--- src/sv/gdda_pkg.sv ---
// ---------------------------------------------------------------------------
// gdda_pkg
// Types and calendar constants for the Gregorian date day adder.
// ---------------------------------------------------------------------------
`timescale 1ns / 1ps

package gdda_pkg;

	localparam logic [13:0] YEAR_MAX    = 14'd9999;
	localparam logic [13:0] RESET_YEAR  = 14'd2024;
	localparam logic [3:0]  RESET_MONTH = 4'd7;
	localparam logic [4:0]  RESET_DAY   = 5'd12;
	// 2024: 24 into its century, century 20 which is 0 mod 4
	localparam logic [6:0]  RESET_MOD100 = 7'd24;
	localparam logic [1:0]  RESET_CENT4  = 2'd0;

	localparam logic [6:0]  CENTURY     = 7'd100;
	localparam logic [3:0]  DECEMBER    = 4'd12;
	localparam logic [3:0]  FEBRUARY    = 4'd2;
	localparam logic [3:0]  JANUARY     = 4'd1;
	localparam logic [4:0]  FEB_LEAP    = 5'd29;
	localparam logic [4:0]  LONG_MONTH  = 5'd31;

	localparam logic KIND_LOAD = 1'b0;
	localparam logic KIND_ADD  = 1'b1;

	localparam logic [4:0] MONTH_LEN [12] = '{
		5'd31, 5'd28, 5'd31, 5'd30, 5'd31, 5'd30,
		5'd31, 5'd31, 5'd30, 5'd31, 5'd30, 5'd31
	};

	typedef enum logic [3:0] {
		ST_IDLE   = 4'b0001,
		ST_REDUCE = 4'b0010,
		ST_WALK   = 4'b0100,
		ST_FINISH = 4'b1000
	} state_t;

	// What the leap rule needs to know about the current year
	typedef struct packed {
		logic [1:0] year_lo;
		logic [6:0] mod100;
		logic [1:0] cent4;
	} leap_info_t;

endpackage

--- src/sv/gregorian_date_day_adder_unit.sv ---
// ---------------------------------------------------------------------------
// gregorian_date_day_adder_unit
// Holds a Gregorian date; loads it or advances it by a day count.
// ---------------------------------------------------------------------------
//
//   channel | direction | handshake          | payload
//   --------+-----------+--------------------+---------------------------------------
//   in      | to block  | in_valid/in_stall  | kind, load_year, load_month, load_day,
//           |           |                    | day_count
//   out     | from block| out_valid/out_stall| cur_year, cur_month, cur_day,
//           |           |                    | year_overflow
//
// Operation: one item at a time. A load item spends its time in the divide-by-100
//   loop that seeds the leap tracking, peeling one century per step. An add item
//   walks one month per step through the shared subtractor until the count lands
//   inside a month or the year saturates.
// Reset: arst_n low sets the date to 2024-07-12 and empties the output.
// Stalls: a finished result waits in the finish state while out_stall holds
//   a previous item in the output register; in_stall is high whenever busy.
// ---------------------------------------------------------------------------
`timescale 1ns / 1ps

module gregorian_date_day_adder_unit (
	input  logic        clk,
	input  logic        arst_n,

	input  logic        in_valid,
	output logic        in_stall,
	input  logic        kind,
	input  logic [13:0] load_year,
	input  logic [3:0]  load_month,
	input  logic [4:0]  load_day,
	input  logic [15:0] day_count,

	output logic        out_valid,
	input  logic        out_stall,
	output logic [13:0] cur_year,
	output logic [3:0]  cur_month,
	output logic [4:0]  cur_day,
	output logic        year_overflow
);

	gdda_pkg::state_t state_q;

	// current date and leap tracking: year mod 100 and century mod 4
	logic [13:0] year_q;
	logic [3:0]  month_q;
	logic [4:0]  day_q;
	logic [6:0]  mod100_q;
	logic [1:0]  cent4_q;
	logic        ovf_q;

	// remaining days; can briefly exceed 16 bits after the first month step
	logic [16:0] n_q;
	// working year during the divide-by-100 loop
	logic [13:0] red_q;

	logic        out_valid_q;
	logic [13:0] out_year_q;
	logic [3:0]  out_month_q;
	logic [4:0]  out_day_q;
	logic        out_ovf_q;

	gdda_pkg::leap_info_t leap;
	logic [4:0]           len;

	// shared subtractor: borrow set means minuend < subtrahend
	logic [16:0] sub_a;
	logic [16:0] sub_b;
	logic [17:0] sub_diff;
	logic        sub_borrow;
	logic [16:0] walk_sum;
	logic        out_free;

	assign leap.year_lo = year_q[1:0];
	assign leap.mod100  = mod100_q;
	assign leap.cent4   = cent4_q;

	gdda_month_len u_month_len (
		.month (month_q),
		.leap  (leap),
		.len   (len)
	);

	assign walk_sum = n_q + {12'd0, day_q};

	always_comb begin
		if (state_q == gdda_pkg::ST_REDUCE) begin
			sub_a = {3'd0, red_q};
			sub_b = {10'd0, gdda_pkg::CENTURY};
		end else begin
			// day + n fits the month exactly when it is below len + 1
			sub_a = walk_sum;
			sub_b = {11'd0, {1'b0, len} + 6'd1};
		end
	end

	assign sub_diff   = {1'b0, sub_a} - {1'b0, sub_b};
	assign sub_borrow = sub_diff[17];

	assign out_free = !out_valid_q || !out_stall;
	assign in_stall = (state_q != gdda_pkg::ST_IDLE);

	always_ff @(posedge clk or negedge arst_n) begin
		if (!arst_n) begin
			state_q     <= gdda_pkg::ST_IDLE;
			year_q      <= gdda_pkg::RESET_YEAR;
			month_q     <= gdda_pkg::RESET_MONTH;
			day_q       <= gdda_pkg::RESET_DAY;
			mod100_q    <= gdda_pkg::RESET_MOD100;
			cent4_q     <= gdda_pkg::RESET_CENT4;
			ovf_q       <= 1'b0;
			out_valid_q <= 1'b0;
		end else begin
			// raise the result when the finish state hands it over, drop it once taken
			if (state_q == gdda_pkg::ST_FINISH && out_free) begin
				out_valid_q <= 1'b1;
			end else if (!out_stall) begin
				out_valid_q <= 1'b0;
			end

			unique case (state_q)
				gdda_pkg::ST_IDLE: begin
					if (in_valid) begin
						ovf_q <= 1'b0;
						if (kind == gdda_pkg::KIND_ADD) begin
							n_q     <= {1'b0, day_count};
							state_q <= gdda_pkg::ST_WALK;
						end else begin
							year_q  <= load_year;
							month_q <= load_month;
							day_q   <= load_day;
							red_q   <= load_year;
							cent4_q <= 2'd0;
							state_q <= gdda_pkg::ST_REDUCE;
						end
					end
				end

				gdda_pkg::ST_REDUCE: begin
					// peel one century per cycle until under 100
					if (sub_borrow) begin
						mod100_q <= red_q[6:0];
						state_q  <= gdda_pkg::ST_FINISH;
					end else begin
						red_q   <= sub_diff[13:0];
						cent4_q <= cent4_q + 2'd1;
					end
				end

				gdda_pkg::ST_WALK: begin
					if (n_q == 17'd0) begin
						state_q <= gdda_pkg::ST_FINISH;
					end else if (sub_borrow) begin
						// rest of the count lands inside this month
						day_q   <= walk_sum[4:0];
						state_q <= gdda_pkg::ST_FINISH;
					end else begin
						n_q <= sub_diff[16:0];
						if (month_q >= gdda_pkg::DECEMBER) begin
							if (year_q >= gdda_pkg::YEAR_MAX) begin
								// saturate and drop what is left
								year_q  <= gdda_pkg::YEAR_MAX;
								month_q <= gdda_pkg::DECEMBER;
								day_q   <= gdda_pkg::LONG_MONTH;
								ovf_q   <= 1'b1;
								state_q <= gdda_pkg::ST_FINISH;
							end else begin
								year_q  <= year_q + 14'd1;
								month_q <= gdda_pkg::JANUARY;
								day_q   <= 5'd1;
								if (mod100_q == gdda_pkg::CENTURY - 7'd1) begin
									mod100_q <= 7'd0;
									cent4_q  <= cent4_q + 2'd1;
								end else begin
									mod100_q <= mod100_q + 7'd1;
								end
							end
						end else begin
							month_q <= month_q + 4'd1;
							day_q   <= 5'd1;
						end
					end
				end

				gdda_pkg::ST_FINISH: begin
					// hold until the output register is free
					if (out_free) begin
						state_q <= gdda_pkg::ST_IDLE;
					end
				end

				default: begin
					state_q <= gdda_pkg::ST_IDLE;
				end
			endcase
		end
	end

	// result payload; no reset needed
	always_ff @(posedge clk) begin
		if (state_q == gdda_pkg::ST_FINISH && out_free) begin
			out_year_q  <= year_q;
			out_month_q <= month_q;
			out_day_q   <= day_q;
			out_ovf_q   <= ovf_q;
		end
	end

	assign out_valid     = out_valid_q;
	assign cur_year      = out_year_q;
	assign cur_month     = out_month_q;
	assign cur_day       = out_day_q;
	assign year_overflow = out_ovf_q;

endmodule

--- src/sv/gdda_month_len.sv ---
// ---------------------------------------------------------------------------
// gdda_month_len
// Length of the current month from the month code and the leap info.
// ---------------------------------------------------------------------------
`timescale 1ns / 1ps

module gdda_month_len (
	input  logic [3:0]          month,
	input  gdda_pkg::leap_info_t leap,
	output logic [4:0]          len
);

	logic       is_leap;
	logic [3:0] idx;

	// divisible by 4 and not by 100, or divisible by 400
	assign is_leap = (leap.mod100 != 7'd0) ? (leap.year_lo == 2'd0) : (leap.cent4 == 2'd0);
	assign idx     = month - gdda_pkg::JANUARY;

	always_comb begin
		if (month < gdda_pkg::JANUARY || month > gdda_pkg::DECEMBER) begin
			len = gdda_pkg::LONG_MONTH;
		end else if (month == gdda_pkg::FEBRUARY) begin
			len = is_leap ? gdda_pkg::FEB_LEAP : gdda_pkg::MONTH_LEN[1];
		end else begin
			len = gdda_pkg::MONTH_LEN[idx];
		end
	end

endmodule

--- config.mk ---
export PLATFORM = sky130hd
export DESIGN_NAME = gregorian_date_day_adder_unit
export DESIGN_NICKNAME = d
export VERILOG_FILES = /design/src/sv/gdda_pkg.sv /design/src/sv/gregorian_date_day_adder_unit.sv /design/src/sv/gdda_month_len.sv
export SDC_FILE = /design/constraint.sdc
export NUM_CORES = 1
export LEC_CHECK = 0
export BUFFER_PORTS_ARGS = -buffer_cell sky130_fd_sc_hd__buf_2
export CAP_MARGIN = 10
export CORE_MARGIN = 4
export CORE_UTILIZATION = 40
export DETAILED_ROUTE_END_ITERATION = 12
export PLACE_DENSITY = 0.59
export RECOVER_POWER = 50
export SETUP_SLACK_MARGIN = 0.3
export SYNTH_ARGS = -nofsm -noshare
export SYNTH_HDL_FRONTEND = slang
export SYNTH_SLANG_ARGS = --single-unit
--- constraint.sdc ---
create_clock -name clk -period 8 [get_ports clk]
set_input_delay 0.8 -clock clk [delete_from_list [all_inputs] [get_ports clk]]
set_output_delay 0.8 -clock clk [all_outputs]
set_load 0.01 [all_outputs]
Word level (Yosys, flattened, before mapping)
Memory sizes are Yosys's and may differ from the RTL's. Cells that the tools add are included.

Register bits after elaboration: 93. Latch bits: 0. Bits in writable memories: 0. Memory bits (read-only): 80. Output and inout port bits: 26. Logic and storage cells: 142. Memories: 1.

Add/sub/neg operators: 8. Multipliers: 0. Divide/modulo/power cells: 0. Magnitude comparators: 5. Equal/unequal tests: 22. Shift-type cells: 0. Multiplexer cells: 69. Bitwise gates (word level): 1. Reductions and logical operators: 22.

Memory list: (no name shown) (words 16, bits a word 5, rd ports 1, clocked after Yosys merged registers in 0, write ports 0, line gdda_month_len.sv:26) `len = gdda_pkg::MONTH_LEN[idx];`.

Operators by type and width (count): two-way mux 14 bit (7); two-way mux 17 bit (5); one-hot mux 14 bit (2 select lines) (2); two-way mux 4 bit (13); two-way mux 5 bit (10); two-way mux 7 bit (7); one-hot mux 17 bit (2 select lines) (1); != test 2 bit, second input constant (12); AND reduction 6 bit (4); subtractor 17 x 17 -> 18 bit (1); adder 17 x 5 -> 17 bit (1); logical NOT 17 bit (1); two-way mux 2 bit (8); one-hot mux 4 bit (4 select lines) (1); AND reduction 5 bit (3); adder 14 x 1 -> 14 bit, second input constant (1); greater-or-equal comparator 14 bit, second input constant (1); one-hot mux 7 bit (2 select lines) (1); one-hot mux 5 bit (2 select lines) (1); two-way mux 1 bit (9); AND reduction 9 bit (1); == test 4 x 2 -> 1 bit, second input constant (2); != test 4 bit, second input constant (2); one-hot mux 4 bit (2 select lines) (1); 27 further kinds (32).

Depth between registers and ports, before layout
Depth in word-level cells: 13. Depth in mapped cells: 20. Depth with buffers taken out: 19.

Modules after synthesis
From an unflattened synthesis, not the netlist that was laid out.

Cells, all modules: 611. Area, all modules: 5788.1 µm².

Modules (own cells, without submodules): gregorian_date_day_adder_unit (times used 1, cells each 595, area each 5666.7 µm², seq. area each 2621.3 µm²); gdda_month_len (times used 1, cells each 16, area each 121.4 µm², seq. area each 0.0 µm²).

Least setup slack after synthesis
OpenSTA, ideal clock, no wires.

Path type: register -> register. Start: register month_q[0]. End: register n_q[0], enable pin. Setup time: 0.324 ns. Arrival: 4.514 ns. Required time: 7.676 ns. Path slack: 3.162 ns. Cell stages (with the launch flop): 21. Cells stage by stage: dfstp_2 inv_1 ha_1 or3_1 a211oi_1 a221o_1 o21ai_0 ha_1 or2_2 inv_1 ha_1 a21o_1 a21oi_1 nand2_1 nor2_1 a22oi_2 or4_1 buf_4 nor2_2 o21ai_1 and3_1.

Word-level cells in the longest chain between the ends: 12. Elaborated cells on any way between the ends: 16. Classes of those cells: 3 x add/sub; 2 x order compare; 2 x eq/ne; 5 x mux; 1 x bitwise; 2 x reduce/logical; 1 x memory.

RTL lines: start: declaration (line gregorian_date_day_adder_unit.sv:47) `logic [3:0] month_q;`; start signal: assignment (line gregorian_date_day_adder_unit.sv:108) `month_q <= gdda_pkg::RESET_MONTH;`; start signal: assignment (line gregorian_date_day_adder_unit.sv:131) `month_q <= load_month;`; start signal: assignment (line gregorian_date_day_adder_unit.sv:164) `month_q <= gdda_pkg::DECEMBER;`; subtractor 4 x 1 -> 4 bit (line gdda_month_len.sv:18) `assign idx = month - gdda_pkg::JANUARY;`; NOT 4 -> 5 bit (not written as such) (line gdda_month_len.sv:26); memory (16 x 5 bit); two-way mux 5 bit (not written as such) (2 in a row) (line gdda_month_len.sv:26); two-way mux 5 bit (line gdda_month_len.sv:23) `end else if (month == gdda_pkg::FEBRUARY) begin`; two-way mux 5 bit * (line gdda_month_len.sv:21) `if (month < gdda_pkg::JANUARY || month > gdda_pkg::DECEMBER) begin`; adder 5 x 1 -> 6 bit * (line gregorian_date_day_adder_unit.sv:94) `sub_b = {11'd0, {1'b0, len} + 6'd1};`; two-way mux 7 bit * (line gregorian_date_day_adder_unit.sv:88) `if (state_q == gdda_pkg::ST_REDUCE) begin`; subtractor 17 x 17 -> 18 bit * (line gregorian_date_day_adder_unit.sv:98) `assign sub_diff = {1'b0, sub_a} - {1'b0, sub_b};`; != test 2 bit (no line) *; AND reduction 6 bit (no line) *; end signal: assignment (line gregorian_date_day_adder_unit.sv:127) `n_q <= {1'b0, day_count};`; end signal: assignment (line gregorian_date_day_adder_unit.sv:159) `n_q <= sub_diff[16:0];`; end: declaration (line gregorian_date_day_adder_unit.sv:54) `logic [16:0] n_q;`.

Every way passes the cells marked *; elsewhere a longest branch is shown, timed or not. The select of a mux whose other input is x is not followed. A chain may end at the register's enable or synchronous reset.

Worst setup path after layout
Start: register month_q[0]. End: register n_q[5], enable pin.

The elaborated chain is that of the path after synthesis.

==> results.cfg <==
[final_layout]
final_cell_mix = 70 x nand2_1, 66 x o21ai_0, 55 x nor2_1, 55 x edfxtp_1, 50 x buf_2
design_area_um2 = 6650
area_growth_pct = 12.7
diodes = 0
nets = 758
drive_gt1_frac = 0.138
final_common_cell = nand2_1

[timing]
final.setup.tns_ns = 0
worstMarginPinSlew_ns = 2.31
clock_skew_ns = 0.00780
finalHoldViolCount = 0
fmax_ghz = 0.177
setup_viol = 0
min_period_over_period = 0.708
drv_slew = 42
timing.slew.headroom = -0.540
min_period_ns = 5.66
rsz0062_at_grt = no

[pwr]
p_clk_frac = 0.151
switching_power_w = 0.00123
p_per_area_nw_per_um2 = 397
p_int_w = 0.00141
vdd_ir_drop_max_v = 0.000217
combPwrFrac = 0.536
p_sw_frac = 0.466
p_leak_nw = 2.55
seq_power_share = 0.313

[placement]
gp_congestion = 0.876
dp.final_hpwl_mm = 11.7
placed_area_um2 = 6420
port_buffers = 69

[floorplan]
core_area_um2 = 14500
initial_core_util = 0.408
die_x_um = 129
die_h_um = 129
io_pins = 70
die_area_um2 = 16800
rows = 44

[logic_synthesis]
synthTopCellsByArea = edfxtp_1 28%, dfrtp_1 9.8%, dfstp_2 6.7%
synth_ff_type = edfxtp_1
synthDistinctLibCells = 72
synth_area_um2 = 5900
synth_seq_cells = 93
synth.avg_cell_area_um2 = 9.31
ys_seq_area_frac = 0.444
synth_top_area_cell = edfxtp_1
ys_warn_count = 0
syn_inst = 634
synth_top_area_frac = 0.280
syn-num-nets = 701
async_reset_ff_frac = 0.409
synth_edf_count = 55

[run_status]
failed_checks = capacitance limit, slew limit
outcome = finished, violations left

[flow_run]
drv_cap = 1

[clock_network]
cts_max_level = 3
cts_hold_buffers = 0
clock_sinks = 93
cts_buffers = 9
cts_tree = yes
clk_latency_ns = 0.36
clockRootBuffer = clkbuf_16
clockBufferDepth = 2
ctsResizeCount = 0
postCtsSetupRepairBufs = 0
path_clk_slew_ns = 0.07

[setup_path]
crit_path_max_incr_delay_ns = 0.76
worst-setup-path-type = reg2reg
path_delay_family = simple AND/OR/NAND/NOR gates
endpoint_kind = register
cp.required_ns = 8.00
crit_path_cell_trace = inv_1, ha_1, or3_1, a211oi_1, a221o_1, o21ai_0, ha_1, or2_2, inv_1, ha_1, a21o_1, a21oi_1, nand2_1, nor2_1, a22oi_2, or4_1, nor2_2, o21ai_1, and3_1
worstPathMaxFanout = 17
cp_num_buf_inv = 2
start_kind = register
crit_path_frequent_cell = ha_1
critPathSlowestCell = or4_1
arrival_ns = 5.66

[global_routing]
grt_pass1_wl_mm = 25.4
use_met3 = 0.0420
gr-usage-met2 = 0.313
antenna_found_initial = 0
grt_max_degree = 53
busiest_layer = met2
grt_pass1_vias = 4867
grt.overflow.total = 0
use_met1 = 0.265
gr-usage-all-layers = 0.194

[routing]
ant_nets = 0
drt_iter0_markers = 429
drc = 0
routed_wirelength_mm = 16.2
viasPerCell = 5.80
via_count = 5104
wl_per_cell_um = 18.4
first_pass_iters = 5

[min_path]
min_path_type = reg2reg
==> routing by layer <==
| layer | up-vias | wire length (um) |
|---|---|---|
| li1 | 2453 | - |
| met1 | 2435 | 7230 |
| met2 | 188 | 7680 |
| met3 | 28 | 984 |
| met4 | 0 | 310 |
| met5 | - | 0 |
==> metrics by stage <==
stage / hold WS, ns / util / power [W] / cells / setup WS [ns]
4_1_cts: 0.505 / 0.462 / 0.00265 / 880 / 2.44
6_report: 0.513 / 0.459 / 0.00264 / 880 / 2.34
2_1_floorplan: 0.425 / - / 0.00183 / 634 / 3.16
5_1_grt: 0.523 / 0.459 / 0.00284 / 880 / 1.96
3_3_place_gp: 0.489 / 0.444 / 0.00221 / 864 / 2.60
3_5_place_dp: 0.493 / 0.444 / 0.00224 / 864 / 2.43
==> synthesized netlist by cell type (3+ instances only) <==
cell and instances:
and2_1 6, o2bb2ai_1 10, xor2_1 19, nor3_1 21
or2_2 5, and3_1 7, dfstp_2 15, mux2i_1 7
dfrtp_1 23, ha_1 21, a21oi_1 42, clkbuf_1 26
nand2b_1 5, o21ai_0 66, a32oi_1 6, o31ai_1 7
a22oi_1 5, edfxtp_1 55, nand2_1 70, buf_1 3
nor2b_1 3, nor4_1 8, nor2_1 55, inv_1 25
xnor2_1 14, nand4_1 9, nand3_1 21, a31oi_1 9
o211ai_1 5, nor4b_1 3, o22ai_1 6
==> path summary, 6_finish.rpt <==
path / start / endpoint / slack (ns) / cells after the start
min reg2reg: out_valid$_DFFE_PN0P_ / out_valid$_DFFE_PN0P_ / 0.51 / 2
max reg2reg: month_q[0]$_DFFE_PN1P_ / n_q[5]$_DFFE_PP_ / 2.34 / 19
max in group asynchronous: arst_n / year_q[11]$_DFFE_PN0P_ / 5.46 / 2
min in group asynchronous: arst_n / day_q[4]$_DFFE_PN0P_ / 1.22 / 2
min: out_valid$_DFFE_PN0P_ / out_valid$_DFFE_PN0P_ / 0.51 / 2
max: month_q[0]$_DFFE_PN1P_ / n_q[5]$_DFFE_PP_ / 2.34 / 19
==> power by group through the flow <==
stage / Clock (W) / Sequential (W) / Combinational (W)
final: 0.000399 / 0.000826 / 0.00141
after global routing: 0.000428 / 0.000844 / 0.00157
after CTS: 0.000407 / 0.000830 / 0.00142
after detailed placement: 0 / 0.000839 / 0.00141
after global placement: 0 / 0.000835 / 0.00137
after floorplan: 0 / 0.000785 / 0.00105
==> layout make-up <==
type | count | area, um^2
Inverter | 26 | 97.6
Multi-Input combinational cell | 484 | 3060
Sequential cell | 93 | 2620
Fill cell | 1419 | 7830
Clock buffer | 13 | 240
Tap cell | 184 | 230
Timing Repair Buffer | 77 | 374
Clock inverter | 3 | 21.3
==> registers in the layout, indices dropped and copies added (netlist names), named ones only <==
register       count
n_q               17
cent4_q            2
day_q              5
mod100_q           7
month_q            4
cur_month          4
cur_day            5
out_valid          1
state_q            4
cur_year          14
red_q             13
ovf_q              1
year_overflow      1
year_q            14
==> tightest hold or removal path, cell delays in order, from the launching register on <==
cell     delay, ns
dfrtp_1       0.36
nand2_1       0.07
nand2_1       0.05
==> kinds of logic after synthesis <==
logic type,Yosys count,synth area share
fa+ha+maj,23,0.0513
buf+inv,57,0.0375
mux,7,0.0119
xor+xnor,33,0.0490
simple gates,229,0.193
flops,93,0.444
compound gates,192,0.213
(Power assumes the default switching activity.)
